[config.mk]
export PLATFORM = sky130hd
export DESIGN_NAME = mwsm_cell
export DESIGN_NICKNAME = d
export VERILOG_FILES = /design/src/rtl/mwsm_pkg.sv /design/src/rtl/mwsm_cell.sv
export SDC_FILE = /design/constraint.sdc
export NUM_CORES = 2
export LEC_CHECK = 0
export CORE_ASPECT_RATIO = 0.75
export CORE_MARGIN = 10
export CORE_UTILIZATION = 45
export DETAILED_ROUTE_END_ITERATION = 10
export DONT_BUFFER_PORTS = 1
export GPL_TIMING_DRIVEN = 0
export HOLD_SLACK_MARGIN = 0.06
export SYNTH_ARGS = -nofsm -noshare
export SYNTH_HDL_FRONTEND = slang
export SYNTH_SLANG_ARGS = --single-unit
[constraint.sdc]
create_clock -name i_clk -period 16.9 [get_ports i_clk]
set_clock_uncertainty 0.05 [all_clocks]
set_input_delay 0.845 -clock i_clk [delete_from_list [all_inputs] [get_ports i_clk]]
set_output_delay 0.845 -clock i_clk [all_outputs]
set_load 0.05 [all_outputs]
[src/rtl/mwsm_pkg.sv]
package mwsm_pkg;

    localparam int DIGIT_W = 32;

    typedef logic [DIGIT_W-1:0] t_digit;

    // Operand select codes carried on the op input.
    localparam logic OP_A = 1'b0;
    localparam logic OP_B = 1'b1;

    typedef enum logic [1:0] {
        ST_IDLE,
        ST_MUL,
        ST_FLUSH,
        ST_EMIT
    } t_state;

    // Control shared by every cell of the chain.
    typedef struct packed {
        logic   clear;
        logic   step;
        t_digit b;
    } t_cell_ctl;

endpackage

[src/rtl/mwsm_cell.sv]
module mwsm_cell (
    input  logic                i_clk,
    input  mwsm_pkg::t_cell_ctl i_ctl,
    input  logic                i_ld_a,
    input  logic                i_ld_b,
    input  mwsm_pkg::t_digit    i_digit,
    input  logic                i_a_en,
    input  mwsm_pkg::t_digit    i_s_next,
    input  mwsm_pkg::t_digit    i_b_next,
    output mwsm_pkg::t_digit    o_s,
    output mwsm_pkg::t_digit    o_b
);

    localparam int TW = 2 * mwsm_pkg::DIGIT_W;

    mwsm_pkg::t_digit r_a;
    mwsm_pkg::t_digit r_b;
    mwsm_pkg::t_digit r_s;
    mwsm_pkg::t_digit r_c;

    mwsm_pkg::t_digit w_a;
    logic [TW-1:0]    w_t;

    // Cells above the multiplicand length act as zero digits.
    assign w_a = i_a_en ? r_a : '0;

    // The sum cannot exceed the double-width range: (B-1)^2 + 2(B-1) = B^2 - 1.
    assign w_t = TW'(w_a) * TW'(i_ctl.b) + TW'(i_s_next) + TW'(r_c);

    always_ff @(posedge i_clk) begin
        if (i_ld_a) begin
            r_a <= i_digit;
        end
        if (i_ld_b) begin
            r_b <= i_digit;
        end else if (i_ctl.step) begin
            r_b <= i_b_next;
        end
        if (i_ctl.clear) begin
            r_s <= '0;
            r_c <= '0;
        end else if (i_ctl.step) begin
            r_s <= w_t[mwsm_pkg::DIGIT_W-1:0];
            r_c <= w_t[TW-1:mwsm_pkg::DIGIT_W];
        end
    end

    assign o_s = r_s;
    assign o_b = r_b;

endmodule

---- After elaboration in Yosys (flattened, before gate mapping) ----
Index checks and enable logic that the tools add are counted.
Widths: inputs -> output; s select.
storage, ports and cells
  output and inout bits ................... 64
  register bits after elaboration ......... 128
cells by class
  reductions and logical operators ........ 1
  add/sub/neg operators ................... 2
  multipliers ............................. 1
  muxes and demuxes ....................... 3
operators with widths
  kind               count
  $add 64x32->64     2
  $mux 32            3
  $mul 32x32->64     1
  $reduce_bool 2->1  1

---- Logic depth before layout (Yosys ltp) ----
  word-level depth ........................ 4
  gate-level depth with buffers ........... 31

---- Least setup slack after synthesis ----
OpenSTA, ideal clock, no wires.
  kind .................................... in2reg
  start point ............................. input port i_a_en
  end point ............................... register r_c[4]
  data required time ...................... 16.733 ns
  path buffers ............................ 4
  arrival ................................. 8.006 ns
  setup slack ............................. 8.727 ns
  cell stages on the path ................. 28
  path through ............................ clkbuf_1 and2_1 clkbuf_1 clkbuf_1 nand2_1 fa_1 fa_1 fa_1 fa_1 inv_1 fa_1 inv_1 fa_1 inv_1 fa_1 inv_1 fa_1 inv_1 ha_1 buf_6 a21oi_2 a21boi_0 a211o_1 o21ai_4 nand2_2 o211a_1 or4_1 a32o_1
between the ends
  cells in the longest elaborated chain, start to end .. 4
RTL lines
  element                       RTL line         source
  from (decl)                   mwsm_cell.sv:7   input logic i_a_en,
  $mux 32                       mwsm_cell.sv:25  assign w_a = i_a_en ? r_a : '0;
  $mul 32x32->64                mwsm_cell.sv:28  assign w_t = TW'(w_a) * TW'(i_ctl.b) + TW'(i_s_next) + TW'(r_c);
  $add 64x32->64 (2 in series)  mwsm_cell.sv:28
  to (signal assigned)          mwsm_cell.sv:44  r_c <= w_t[TW-1:mwsm_pkg::DIGIT_W];
  to (decl)                     mwsm_cell.sv:19  mwsm_pkg::t_digit r_c;
Every way passes these cells.
A chain may end at the register's enable or synchronous reset.

---- Worst setup path after layout ----
  start point ............................. input port i_a_en
  end point ............................... register r_c[9]
The elaborated chain is that of the path after synthesis.

==> impl_metrics.yaml <==
clocking:
  hold_buffers: 0
  clk_latency_ns: 0.47
  cts_setup_buffers: 0
  cts_made_buffers: 17
  cts_num_sinks: 128
  cts.repair.resized: 0
  cts_root_buffer: "clkbuf_16"
  clk_path_buf_depth: 2
  cts_tree: "built"
  h-tree-depth: 4
  path_clk_slew_ns: 0.06
timing:
  whs_ns: 0.414
  slew_headroom: -0.115
  period_needed_ns: 11.20
  slew_viol_final: 75
  fin_setup_tns_ns: 0
  period_share: 0.663
  final_hold_viol_count: 0
  worst_pin_slew_ns: 1.67
  final-setup-viol-count: 0
  grt_setup_unrepaired: "no"
  clock.fmax_mhz: 89.3
final_layout:
  layout.nets: 5813
  fill_cells: 9025
  areaGrowthSynthToFinish_pct: 5.39
  stdcell_count: 5699
  drive_gt1_frac: 0.0316
global_routing:
  grt_start_max_net_pins: 33
  grt_pass1_vias: 33800
  grt_overflow: 0
  antenna_found_initial: 44
  grt_usage: 0.401
  grt_pass1_wl_mm: 280
floorplanning:
  dieArea_um2: 103000
  core_um2: 89600
  initial_utilization: 0.453
  ioPinCount: 198
  fp-row-count: 95
  dieWidth_um: 367
  die_h_um: 280
worst_setup_path:
  r2r_start: "r_a[23]$_DFFE_PP_"
  endpoint_kind: "flip-flop"
  cp.required_ns: 17.16
  arrival_ns: 11.46
  rrSetupSlack_ns: 5.79
  worstSetupPathType: "in -> reg"
  reg2reg_to: "r_c[15]$_SDFFE_PP0P_"
  rr_worst_depth: 24
  critical_path_buf_inv_count: 10
  slowest_delay_ns: 1.09
  crit_slowest_cell: "clkbuf_1"
  endpoint: "r_c[9]$_SDFFE_PP0P_"
  setup.worst_path.start_class: "input pin"
  crit_fanout: 10
  critPathLaunch: "i_a_en"
  cp_num_cells: 29
  crit_family: "adder cells"
route:
  drt_iter0_drc: 4689
  antenna_left: 0
  dr.pass1.iters: 5
  wirelength_mm: 207
  wl_per_cell_um: 36.4
  drc_errors: 0
  vias: 34100
  vias_per_cell: 5.99
hold_path:
  hp-class: "in -> reg"
synth:
  ys_ff_latch: 128
  yosys.cell_types.count: 94
  synth_nets: 5791
  avgSynthCellArea_um2: 9.19
  synth_area_um2: 40600
  yosysWarnings: 0
  synth-edff-count: 64
  async_flop_share: 0
  syn_inst: 4422
  ys_seq_area_frac: 0.0788
  synth_top_flop_cell: "edfxtp_1"
flow_run:
  maxCapViolCount: 8
status:
  violations: "max-capacitance violations, max-slew violations"
  status: "finished, violations left"
placed_design:
  hpwl_mm: 172
  io_buffers: 0
  gp_congestion: 1.09
  dp_cells: 5636
[flip-flops by register name, summed over array words and instances (netlist names)]
| register | cells |
|---|---|
| r_a | 32 |
| o_s | 32 |
| o_b | 32 |
| r_c | 32 |
[worst reg2reg max path, cell delays in order, from the launching register on]
cell,delay (ns)
edfxtp_1,0.85
and2_1,0.22
clkbuf_1,0.88
clkbuf_1,1.02
nand2_1,0.17
fa_1,0.54
fa_1,0.55
inv_1,0.06
fa_1,0.64
inv_1,0.09
fa_1,0.63
fa_1,0.60
fa_1,1.00
fa_1,0.55
fa_1,0.49
inv_1,0.07
ha_1,0.43
and3_1,0.33
nand2_1,0.16
or3_4,0.42
o22ai_2,0.25
nor4_4,0.12
o21a_1,0.19
o21ai_0,0.51
a21oi_1,0.14
[how the worst min path moves through the flow]
stage / cells after the start / startpoint / to
detailed placement: 1 / r_c[26]$_SDFFE_PP0P_ / r_c[26]$_SDFFE_PP0P_
global route: 0 / i_digit[22] / r_a[22]$_DFFE_PP_
CTS: 0 / i_digit[22] / r_a[22]$_DFFE_PP_
floorplan: 2 / r_c[2]$_SDFFE_PP0P_ / r_c[2]$_SDFFE_PP0P_
finish: 0 / i_digit[29] / r_a[29]$_DFFE_PP_
global placement: 1 / r_c[26]$_SDFFE_PP0P_ / r_c[26]$_SDFFE_PP0P_
[layer usage]
layer / global-route usage / up-vias / share of wire
met4: 0.176 / 12 / 0.052
met5: 0.0125 / - / 0.00097
met1: 0.552 / 17600 / 0.40
li1: - / 13500 / -
met3: 0.217 / 384 / 0.18
met2: 0.503 / 2690 / 0.37
[cells in the mapped netlist, drive strengths merged (16+ instances only)]
master,n,share of area
inv,1064,0.098
fa,959,0.47
nand2,616,0.057
and3,483,0.074
ha,276,0.085
clkbuf,269,0.025
a21oi,92,0.012
nor2,71,0.0066
dfxtp,64,0.032
edfxtp,64,0.047
o21ai,52,0.0069
and2,35,0.0054
mux2,32,0.0089
buf,30,0.0052
nand4,28,0.0043
xnor2,28,0.0060
mux2i,27,0.0067
a21o,25,0.0046
nand3,20,0.0026
xor2,18,0.0039
nor3,17,0.0025
o211ai,16,0.0032
[kinds of logic (layout without fill, tap and decap cells)]
logic type / count (synthesis) / in the layout / synth area share
adder cells (fa/ha/maj): 1235 / 1235 / 0.557
multiplexers: 59 / 59 / 0.0155
other: 0 / 30 / 0
flip-flops: 128 / 128 / 0.0788
buffers and inverters: 1364 / 1399 / 0.128
AND/OR/NAND/NOR: 1304 / 1304 / 0.160
AO/OA/AOI/OAI: 286 / 286 / 0.0499
XOR/XNOR: 46 / 46 / 0.00991
[per-stage QoR]
stage,util,setup WS [ns],instance area (um2)
after floorplan,-,8.73,40600
after global placement,0.470,5.36,42200
after detailed placement,0.471,5.72,42200
after CTS,0.477,6.19,42700
after global routing,0.477,5.63,42800
final,0.478,5.70,42800
[area by class of cell]
class / instances / area (um2) / area share
clock inverter: 12 / 119 / 0.00278
tap: 1212 / 1520 / 0.0354
sequential: 128 / 3200 / 0.0748
antenna: 30 / 75.1 / 0.00175
buffer: 299 / 1230 / 0.0287
clock buffer: 20 / 437 / 0.0102
multi-input combinational: 2930 / 32200 / 0.752
inverter: 1065 / 4000 / 0.0933
timing repair buffer: 3 / 41.3 / 0.000964
[placed cells by master (no fill, tap or decap), types with 19 or more instances in the layout]
cell type and instances:
inv_1 1064, fa_1 959, nand2_1 614, and3_1 482
ha_1 276, clkbuf_1 269, a21oi_1 82, nor2_1 71
edfxtp_1 64, dfxtp_1 64, o21ai_0 43, and2_1 33
mux2_2 32, diode_2 30, nand4_1 28, xnor2_1 28
mux2i_1 27, a21o_1 25, nand3_1 19
Power is not shown: default switching activity piles up to over one toggle a cycle in this logic, so the estimate is an artifact.
